==> src/design/xtl_pkg.sv <==
// Package for the streaming XML token lexer: character codes, token and
// error codes, lexer modes, the event record and the per-byte lex function.
// No dependencies.
`default_nettype none

package xtl_pkg;

  localparam logic [7:0] CH_LT    = 8'h3C;  // '<'
  localparam logic [7:0] CH_SLASH = 8'h2F;  // '/'
  localparam logic [7:0] CH_GT    = 8'h3E;  // '>'
  localparam logic [7:0] CH_EQ    = 8'h3D;  // '='
  localparam logic [7:0] CH_QUOTE = 8'h22;  // '"'

  localparam int unsigned MaxEvents = 4;

  typedef enum logic [2:0] {
    TOK_OPEN      = 3'd0,
    TOK_CLOSE_OPEN = 3'd1,
    TOK_SELF_CLOSE = 3'd2,
    TOK_END_BRACKET = 3'd3,
    TOK_SYMBOL    = 3'd4,
    TOK_STRING    = 3'd5,
    TOK_WORD      = 3'd6,
    TOK_FINAL     = 3'd7
  } tok_class_e;

  typedef enum logic [1:0] {
    ERR_NONE      = 2'd0,
    ERR_SLASH     = 2'd1,
    ERR_UNDEFINED = 2'd2,
    ERR_OPEN_STR  = 2'd3
  } err_e;

  typedef enum logic [2:0] {
    MODE_NORMAL = 3'd0,
    MODE_LT     = 3'd1,
    MODE_SLASH  = 3'd2,
    MODE_STRING = 3'd3,
    MODE_WORD   = 3'd4,
    MODE_ERROR  = 3'd5
  } mode_e;

  typedef struct packed {
    tok_class_e cls;
    logic [7:0] data;
    logic       has_byte;
    logic       ends_token;
    err_e       err;
  } evt_t;

  // Result of one byte outside any pending token
  typedef struct packed {
    logic  valid;
    evt_t  evt;
    mode_e mode;
  } plain_t;

  typedef struct packed {
    evt_t [MaxEvents-1:0] evt;
    logic [2:0]           cnt;
    mode_e                mode;
  } lex_res_t;

  function automatic evt_t mk_evt(tok_class_e cls, logic [7:0] data, logic hb,
                                  logic done, err_e err);
    evt_t e;
    e.cls        = cls;
    e.data       = data;
    e.has_byte   = hb;
    e.ends_token = done;
    e.err        = err;
    return e;
  endfunction

  function automatic logic is_space(logic [7:0] c);
    return (c == 8'h20) || (c >= 8'h09 && c <= 8'h0D);
  endfunction

  function automatic logic is_alnum(logic [7:0] c);
    return (c >= 8'h30 && c <= 8'h39) || (c >= 8'h41 && c <= 8'h5A) ||
           (c >= 8'h61 && c <= 8'h7A);
  endfunction

  function automatic plain_t lex_plain(logic [7:0] c);
    plain_t p;
    p.valid = 1'b0;
    p.evt   = '0;
    p.mode  = MODE_NORMAL;
    if (is_space(c)) begin
      p.mode = MODE_NORMAL;
    end else if (c == CH_LT) begin
      p.mode = MODE_LT;
    end else if (c == CH_SLASH) begin
      p.mode = MODE_SLASH;
    end else if (c == CH_GT) begin
      p.valid = 1'b1;
      p.evt   = mk_evt(TOK_END_BRACKET, 8'h00, 1'b0, 1'b1, ERR_NONE);
    end else if (c == CH_EQ) begin
      p.valid = 1'b1;
      p.evt   = mk_evt(TOK_SYMBOL, c, 1'b1, 1'b1, ERR_NONE);
    end else if (c == CH_QUOTE) begin
      p.mode = MODE_STRING;
    end else if (is_alnum(c)) begin
      p.valid = 1'b1;
      p.evt   = mk_evt(TOK_WORD, c, 1'b1, 1'b0, ERR_NONE);
      p.mode  = MODE_WORD;
    end else begin
      p.valid = 1'b1;
      p.evt   = mk_evt(TOK_OPEN, 8'h00, 1'b0, 1'b0, ERR_UNDEFINED);
      p.mode  = MODE_ERROR;
    end
    return p;
  endfunction

  // All events caused by one byte, in order, plus the next mode
  function automatic lex_res_t lex_step(mode_e mode, logic [7:0] c, logic eot);
    lex_res_t r;
    plain_t   p;
    logic     run_plain;
    r.evt     = '0;
    r.cnt     = 3'd0;
    r.mode    = mode;
    run_plain = 1'b0;
    case (mode)
      MODE_LT: begin
        r.mode = MODE_NORMAL;
        if (c == CH_SLASH) begin
          r.evt[r.cnt[1:0]] = mk_evt(TOK_CLOSE_OPEN, 8'h00, 1'b0, 1'b1, ERR_NONE);
          r.cnt = r.cnt + 3'd1;
        end else begin
          r.evt[r.cnt[1:0]] = mk_evt(TOK_OPEN, 8'h00, 1'b0, 1'b1, ERR_NONE);
          r.cnt = r.cnt + 3'd1;
          run_plain = 1'b1;
        end
      end
      MODE_SLASH: begin
        if (c == CH_GT) begin
          r.evt[r.cnt[1:0]] = mk_evt(TOK_SELF_CLOSE, 8'h00, 1'b0, 1'b1, ERR_NONE);
          r.mode = MODE_NORMAL;
        end else begin
          r.evt[r.cnt[1:0]] = mk_evt(TOK_OPEN, 8'h00, 1'b0, 1'b0, ERR_SLASH);
          r.mode = MODE_ERROR;
        end
        r.cnt = r.cnt + 3'd1;
      end
      MODE_STRING: begin
        if (c == CH_QUOTE) begin
          r.evt[r.cnt[1:0]] = mk_evt(TOK_STRING, 8'h00, 1'b0, 1'b1, ERR_NONE);
          r.mode = MODE_NORMAL;
        end else begin
          r.evt[r.cnt[1:0]] = mk_evt(TOK_STRING, c, 1'b1, 1'b0, ERR_NONE);
        end
        r.cnt = r.cnt + 3'd1;
      end
      MODE_WORD: begin
        if (is_alnum(c)) begin
          r.evt[r.cnt[1:0]] = mk_evt(TOK_WORD, c, 1'b1, 1'b0, ERR_NONE);
          r.cnt = r.cnt + 3'd1;
        end else begin
          r.evt[r.cnt[1:0]] = mk_evt(TOK_WORD, 8'h00, 1'b0, 1'b1, ERR_NONE);
          r.cnt = r.cnt + 3'd1;
          run_plain = 1'b1;
        end
      end
      MODE_ERROR: begin
        r.mode = MODE_ERROR;
      end
      default: begin
        run_plain = 1'b1;
      end
    endcase

    // A terminating byte is lexed again from the normal mode
    if (run_plain) begin
      p = lex_plain(c);
      r.mode = p.mode;
      if (p.valid) begin
        r.evt[r.cnt[1:0]] = p.evt;
        r.cnt = r.cnt + 3'd1;
      end
    end

    if (eot) begin
      case (r.mode)
        MODE_LT: begin
          r.evt[r.cnt[1:0]] = mk_evt(TOK_OPEN, 8'h00, 1'b0, 1'b1, ERR_NONE);
          r.cnt = r.cnt + 3'd1;
        end
        MODE_SLASH: begin
          r.evt[r.cnt[1:0]] = mk_evt(TOK_OPEN, 8'h00, 1'b0, 1'b0, ERR_SLASH);
          r.cnt = r.cnt + 3'd1;
        end
        MODE_STRING: begin
          r.evt[r.cnt[1:0]] = mk_evt(TOK_OPEN, 8'h00, 1'b0, 1'b0, ERR_OPEN_STR);
          r.cnt = r.cnt + 3'd1;
        end
        MODE_WORD: begin
          r.evt[r.cnt[1:0]] = mk_evt(TOK_WORD, 8'h00, 1'b0, 1'b1, ERR_NONE);
          r.cnt = r.cnt + 3'd1;
        end
        default: begin
          r.cnt = r.cnt;
        end
      endcase
      r.evt[r.cnt[1:0]] = mk_evt(TOK_FINAL, 8'h00, 1'b0, 1'b1, ERR_NONE);
      r.cnt  = r.cnt + 3'd1;
      r.mode = MODE_NORMAL;
    end
    return r;
  endfunction

endpackage

`default_nettype wire

==> src/design/xtl_if.sv <==
// Valid/ready channel interfaces of the XML token lexer: the byte input
// channel and the token event channel. No dependencies.
`default_nettype none

interface xtl_byte_if;
  logic       valid;
  logic       ready;
  logic [7:0] char_in;
  logic       end_of_text;

  modport source (output valid, output char_in, output end_of_text, input ready);
  modport sink (input valid, input char_in, input end_of_text, output ready);
endinterface

interface xtl_token_if;
  logic       valid;
  logic       ready;
  logic [2:0] token_class;
  logic [7:0] data_byte;
  logic       has_byte;
  logic       ends_token;
  logic [1:0] error_code;
  logic       last_of_run;

  modport source (output valid, output token_class, output data_byte,
                  output has_byte, output ends_token, output error_code,
                  output last_of_run, input ready);
  modport sink (input valid, input token_class, input data_byte,
                input has_byte, input ends_token, input error_code,
                input last_of_run, output ready);
endinterface

`default_nettype wire

==> src/design/xml_token_lexer.sv <==
// Streaming XML token lexer, top level.
// Depends on xtl_pkg and the channel interfaces in xtl_if.sv.
//
// Usage: text bytes come in on byte_i (char_in, end_of_text on the last
// byte); token events leave on token_o, one event per transfer. A byte
// causes zero to four events; last_of_run marks the last one of a byte.
// The byte is lexed against the current mode in the cycle it is taken and
// its events land in a four-entry event register; the first event is
// offered on token_o in the next cycle.
// Throughput: one byte per cycle while each byte yields at most one event
// and token_o accepts every event. A byte with events holds the input
// until the single output port has drained the event register, one entry
// per cycle while token_o is ready. A new byte is taken in the same cycle
// the last pending event transfers, so the stream has no bubbles. Bytes
// with no events (whitespace, quote, '<') do not hold the input.
// When token_o stalls, the current event holds and byte_i ready stays low
// until the last pending event of the byte transfers.
// Reset: asynchronous, active low; clears the lexer mode to normal and
// empties the event register.
`default_nettype none

module xml_token_lexer (
  input  wire logic   clk_i,
  input  wire logic   rst_ni,
  xtl_byte_if.sink    byte_i,
  xtl_token_if.source token_o
);
  import xtl_pkg::*;

  mode_e                mode_q;
  logic [2:0]           cnt_q, idx_q;
  evt_t [MaxEvents-1:0] evt_q;
  lex_res_t             lex;
  evt_t                 cur;
  logic                 in_xfer, out_xfer, pend_empty, pend_last;

  assign lex = lex_step(mode_q, byte_i.char_in, byte_i.end_of_text);

  assign pend_empty = (idx_q == cnt_q);
  assign pend_last  = ((idx_q + 3'd1) == cnt_q);

  assign token_o.valid = !pend_empty;
  assign out_xfer      = token_o.valid && token_o.ready;
  assign byte_i.ready  = pend_empty || (pend_last && token_o.ready);
  assign in_xfer       = byte_i.valid && byte_i.ready;

  assign cur                 = evt_q[idx_q[1:0]];
  assign token_o.token_class = cur.cls;
  assign token_o.data_byte   = cur.data;
  assign token_o.has_byte    = cur.has_byte;
  assign token_o.ends_token  = cur.ends_token;
  assign token_o.error_code  = cur.err;
  assign token_o.last_of_run = pend_last;

  always_ff @(posedge clk_i or negedge rst_ni) begin
    if (!rst_ni) begin
      mode_q <= MODE_NORMAL;
      cnt_q  <= 3'd0;
      idx_q  <= 3'd0;
    end else if (in_xfer) begin
      mode_q <= lex.mode;
      cnt_q  <= lex.cnt;
      idx_q  <= 3'd0;
    end else if (out_xfer) begin
      idx_q <= idx_q + 3'd1;
    end
  end

  // Event payload, no reset
  always_ff @(posedge clk_i) begin
    if (in_xfer) begin
      evt_q <= lex.evt;
    end
  end

endmodule

`default_nettype wire

==> src/flat_wrapper.sv <==
// flat-port wrapper written by rule: the top's interface ports become plain ports
module xml_token_lexer_flat import xtl_pkg::*;
  (clk_i, rst_ni, byte_i_valid, byte_i_char_in, byte_i_end_of_text, byte_i_ready, token_o_valid, token_o_token_class, token_o_data_byte, token_o_has_byte, token_o_ends_token, token_o_error_code, token_o_last_of_run, token_o_ready);
  xtl_byte_if byte_i_i ();
  xtl_token_if token_o_i ();
  input  wire logic clk_i;
  input  wire logic rst_ni;
  input wire logic [$bits(byte_i_i.valid)-1:0] byte_i_valid;
  input wire logic [$bits(byte_i_i.char_in)-1:0] byte_i_char_in;
  input wire logic [$bits(byte_i_i.end_of_text)-1:0] byte_i_end_of_text;
  output wire logic [$bits(byte_i_i.ready)-1:0] byte_i_ready;
  output wire logic [$bits(token_o_i.valid)-1:0] token_o_valid;
  output wire logic [$bits(token_o_i.token_class)-1:0] token_o_token_class;
  output wire logic [$bits(token_o_i.data_byte)-1:0] token_o_data_byte;
  output wire logic [$bits(token_o_i.has_byte)-1:0] token_o_has_byte;
  output wire logic [$bits(token_o_i.ends_token)-1:0] token_o_ends_token;
  output wire logic [$bits(token_o_i.error_code)-1:0] token_o_error_code;
  output wire logic [$bits(token_o_i.last_of_run)-1:0] token_o_last_of_run;
  input wire logic [$bits(token_o_i.ready)-1:0] token_o_ready;
  assign byte_i_i.valid = byte_i_valid;
  assign byte_i_i.char_in = byte_i_char_in;
  assign byte_i_i.end_of_text = byte_i_end_of_text;
  assign byte_i_ready = byte_i_i.ready;
  assign token_o_valid = token_o_i.valid;
  assign token_o_token_class = token_o_i.token_class;
  assign token_o_data_byte = token_o_i.data_byte;
  assign token_o_has_byte = token_o_i.has_byte;
  assign token_o_ends_token = token_o_i.ends_token;
  assign token_o_error_code = token_o_i.error_code;
  assign token_o_last_of_run = token_o_i.last_of_run;
  assign token_o_i.ready = token_o_ready;
  xml_token_lexer u_core (.clk_i(clk_i), .rst_ni(rst_ni), .byte_i(byte_i_i), .token_o(token_o_i));
endmodule
==> config.mk <==
export PLATFORM = sky130hd
export DESIGN_NAME = xml_token_lexer_flat
export DESIGN_NICKNAME = d
export VERILOG_FILES = /design/src/design/xtl_pkg.sv /design/src/design/xtl_if.sv /design/src/design/xml_token_lexer.sv /design/src/flat_wrapper.sv
export SDC_FILE = /design/constraint.sdc
export NUM_CORES = 1
export LEC_CHECK = 0
export BUFFER_PORTS_ARGS = -buffer_cell sky130_fd_sc_hd__buf_4
export CORE_MARGIN = 1
export CORE_UTILIZATION = 54
export DETAILED_ROUTE_END_ITERATION = 16
export PLACE_DENSITY = 0.77
export SLEW_MARGIN = 30
export SYNTH_ARGS = -nofsm -noshare
export SYNTH_HDL_FRONTEND = slang
export SYNTH_SLANG_ARGS = --single-unit
==> constraint.sdc <==
create_clock -name clk_i -period 3 [get_ports clk_i]
set_input_delay 0.6 -clock clk_i [delete_from_list [all_inputs] [get_ports clk_i]]
set_output_delay 0.6 -clock clk_i [all_outputs]
set_load 0.05 [all_outputs]
==> impl_metrics.yaml <==
drt:
  routed_wirelength_um: 11300
  viasPerCell: 6.54
  drc: 0
  firstDrtPassIters: 6
  vias: 3539
  wl_per_cell_um: 21.0
  first_iter_violations: 690
  antenna_left: 0
timing:
  max_clock_freq_mhz: 286
  fin_ws_ns: -0.499
  whs_ns: 0.103
  slew_headroom_pct: 59.0
  layout_min_cycle_time_ns: 3.50
  drv_slew: 0
  finalCritPeriodShare_pct: 117
  setup_violations: 41
  worst_pin_slew_ns: 0.611
  clock_skew_ns: 0.00924
  hold_viol: 0
  rsz0062_at_grt: "true"
floorplanning:
  die-height_um: 82.7
  io_pins: 31
  die-area_um2: 6850
  fp.dieW_um: 82.7
  core-area_um2: 6310
  start_util_pct: 55.8
  num_rows: 29
global_routing:
  grt_max_degree: 48
  grt_overflow_total: 0
  grt_pass1_wl_um: 16100
  grt_pass1_vias: 3180
  grt.total_usage_pct: 31.7
  antenna_found_initial: 0
run_status:
  violations: "negative setup slack"
  outcome: "complete, but fails checks"
cts:
  cts.sinks: 49
  cts_max_level: 2
  cts_tree: "yes"
  hold_buffers: 0
  cts_max_path_buffers: 2
  worstSkewPairLatency_ns: 0.30
  numCtsBuffers: 5
  clockRootBuffer: "clkbuf_8"
  clk_pin_slew_ns: 0.09
cells_and_area:
  final.fill_count: 369
  syn_to_final_growth_pct: 40.8
  final_cell_mix: "buf_4 (109), edfxtp_1 (40), nand2_1 (36)"
  layout_commonest_cell: "buf_4"
  drive_gt1_share_pct: 45.3
  nets: 486
  instances_no_fill: 541
  diodes: 0
yosys:
  synth_top_cells_by_area: "edfxtp_1 (34%), dfrtp_1 (6.4%), nand2_1 (4.1%)"
  yosysTopAreaCell: "edfxtp_1"
  ys_ff_latch: 49
  synthXorXnorAreaFrac_pct: 3.16
  synth_flop_cell: "edfxtp_1"
  avgSynthCellArea_um2: 9.75
  synthAdderAreaFrac_pct: 3.84
  yosysSeqAreaShare_pct: 40.5
  muxShareOfSynthArea_pct: 8.14
  synth_edf_count: 40
  postSynth.asyncResetShare_pct: 18.4
  yosys.area_share.simple_pct: 20.2
  netlist_area_um2: 3520
  syn_nets: 384
  ys_warn_count: 0
  synthCells: 361
  synth-compound-area-share_pct: 19.0
  synth_top_family_by_area: "simple AND/OR/NAND/NOR gates"
  yosysTopAreaCellShare_pct: 34.1
  synth_cell_types: 76
critical_path:
  cp.required_ns: 3.06
  cp_top_family: "simple AND/OR/NAND/NOR gates"
  path_cells: "buf_4 > nand4bb_4 > or2_2 > or3_4 > and2_4 > ha_4 > mux2i_4 > buf_4 > buf_6 > inv_2 > buf_4 > ha_2 > nand2_4 > o21ba_4 > buf_4 > nor3_2"
  cpMostUsedCell: "buf_4"
  crit_type: "in -> reg"
  critPathBufInv: 6
  cp_max_fo: 8
  reg2reg_slack_ns: -0.11
  critPathLaunchType: "primary input"
  max_stage_delay_ns: 0.35
  crit_slowest_cell: "or3_4"
  cp_data_arrival_time_ns: 3.56
  cp-end-kind: "flip-flop"
hold_path:
  holdCritPathClass: "in -> async"
placed_design:
  finalWeightedCongestion: 0.943
  dp.cells: 520
  place_hpwl_um: 7110
  io_buffers: 30
flow_run:
  timing.max_cap.violations: 0
==> stage by stage <==
stage,setup TNS [ns],area [µm²],utilization [%],setup WS [ns]
after floorplan,-18.94,3690,-,-0.670
after global placement,-23.90,4450,70.5,-0.767
after detailed placement,-26.58,4450,70.5,-0.849
after CTS,-8.92,4810,76.3,-0.317
after global routing,-17.53,4960,78.5,-0.582
final,-14.62,4960,78.5,-0.499
==> final timing paths <==
kind                                   start          endpoint  cells after the start
min in group clk_i           u_core.cnt_q[0]   u_core.cnt_q[0]                      2
hold / removal                        rst_ni   u_core.idx_q[2]                      1
setup reg to reg            u_core.mode_q[1]   u_core.cnt_q[2]                     13
setup / recovery           byte_i_char_in[7]  u_core.evt_q[23]                     16
max in group asynchronous             rst_ni   u_core.cnt_q[0]                      1
hold reg to reg              u_core.cnt_q[0]   u_core.cnt_q[0]                      2
==> Yosys cell counts (3+ instances only) <==
master    count
nand4_1       3
inv_1        15
mux4_2        6
o211ai_1      4
clkbuf_1     13
and3_1        3
nand3_1       7
a21o_1        5
o21ai_1       5
a21oi_1      17
mux2i_1      14
o21ai_0      12
nand2_1      38
xnor2_1       8
a31oi_1       3
buf_2         8
dfrtp_1       9
buf_1         3
or4_1         3
nor3_1       21
a22oi_1       3
edfxtp_1     40
nor2b_1       3
ha_1         10
nor2_1       32
o31ai_1       5
nor4_1        5
a21oi_2       3
a211o_1       3
and2_1        5
==> worst reg2reg max path, cell delays in order (launching register included) <==
cell	delay (ns)
dfrtp_1	0.44
nor2_1	0.30
a21oi_1	0.10
o21a_1	0.19
a31oi_4	0.24
mux2i_4	0.31
buf_4	0.16
buf_6	0.11
inv_2	0.07
xnor2_4	0.28
ha_4	0.22
nand2_1	0.09
or4_1	0.43
nand3_1	0.10
==> area by class of cell <==
class                   instances  area, µm²  share of cell area [%]
repair buffers                121        953                    19.2
inverters                      16       67.6                    1.36
well taps                      77       96.3                    1.94
flip-flops and latches         49       1430                    28.8
clock inverters                 2       13.8                   0.278
clock buffers                   6       82.6                    1.67
multi-input cells             270       2320                    46.8
==> state kept, by name, summed over array words and instances, names as in the netlist <==
| signal | flops |
|---|---|
| u_core.cnt_q | 3 |
| u_core.evt_q | 40 |
| u_core.idx_q | 3 |
| u_core.mode_q | 3 |
==> timing repair <==
item / in CTS / in global routing
setup endpoints to repair: 41 / 41
pin swaps: 14 / 8
gates resized for setup: 40 / 21
setup buffers: 6 / 8
==> cell families (layout without fill, tap and decap cells) <==
family	Yosys count	count (layout)
AND/OR/NAND/NOR	136	136
AO/OA/AOI/OAI	90	90
flip-flops	49	49
buffers and inverters	42	145
multiplexers	21	21
adder cells (fa/ha/maj)	11	11
XOR/XNOR	11	11
other	1	1
==> per-layer routing <==
layer / vias to the layer above / part of all wire [%] / track usage (%) / wire [µm]
met2: 249 / 49 / 52.1 / 5510
li1: 1547 / - / - / -
met3: 58 / 8.9 / 4.84 / 1010
met1: 1685 / 38 / 42.9 / 4360
met4: 0 / 4.2 / 9.66 / 473
met5: - / 0 / 0 / 0
Power is left out: the tool's default activity adds up to more than one toggle a clock period on the data nets, which glitch-free logic cannot reach.
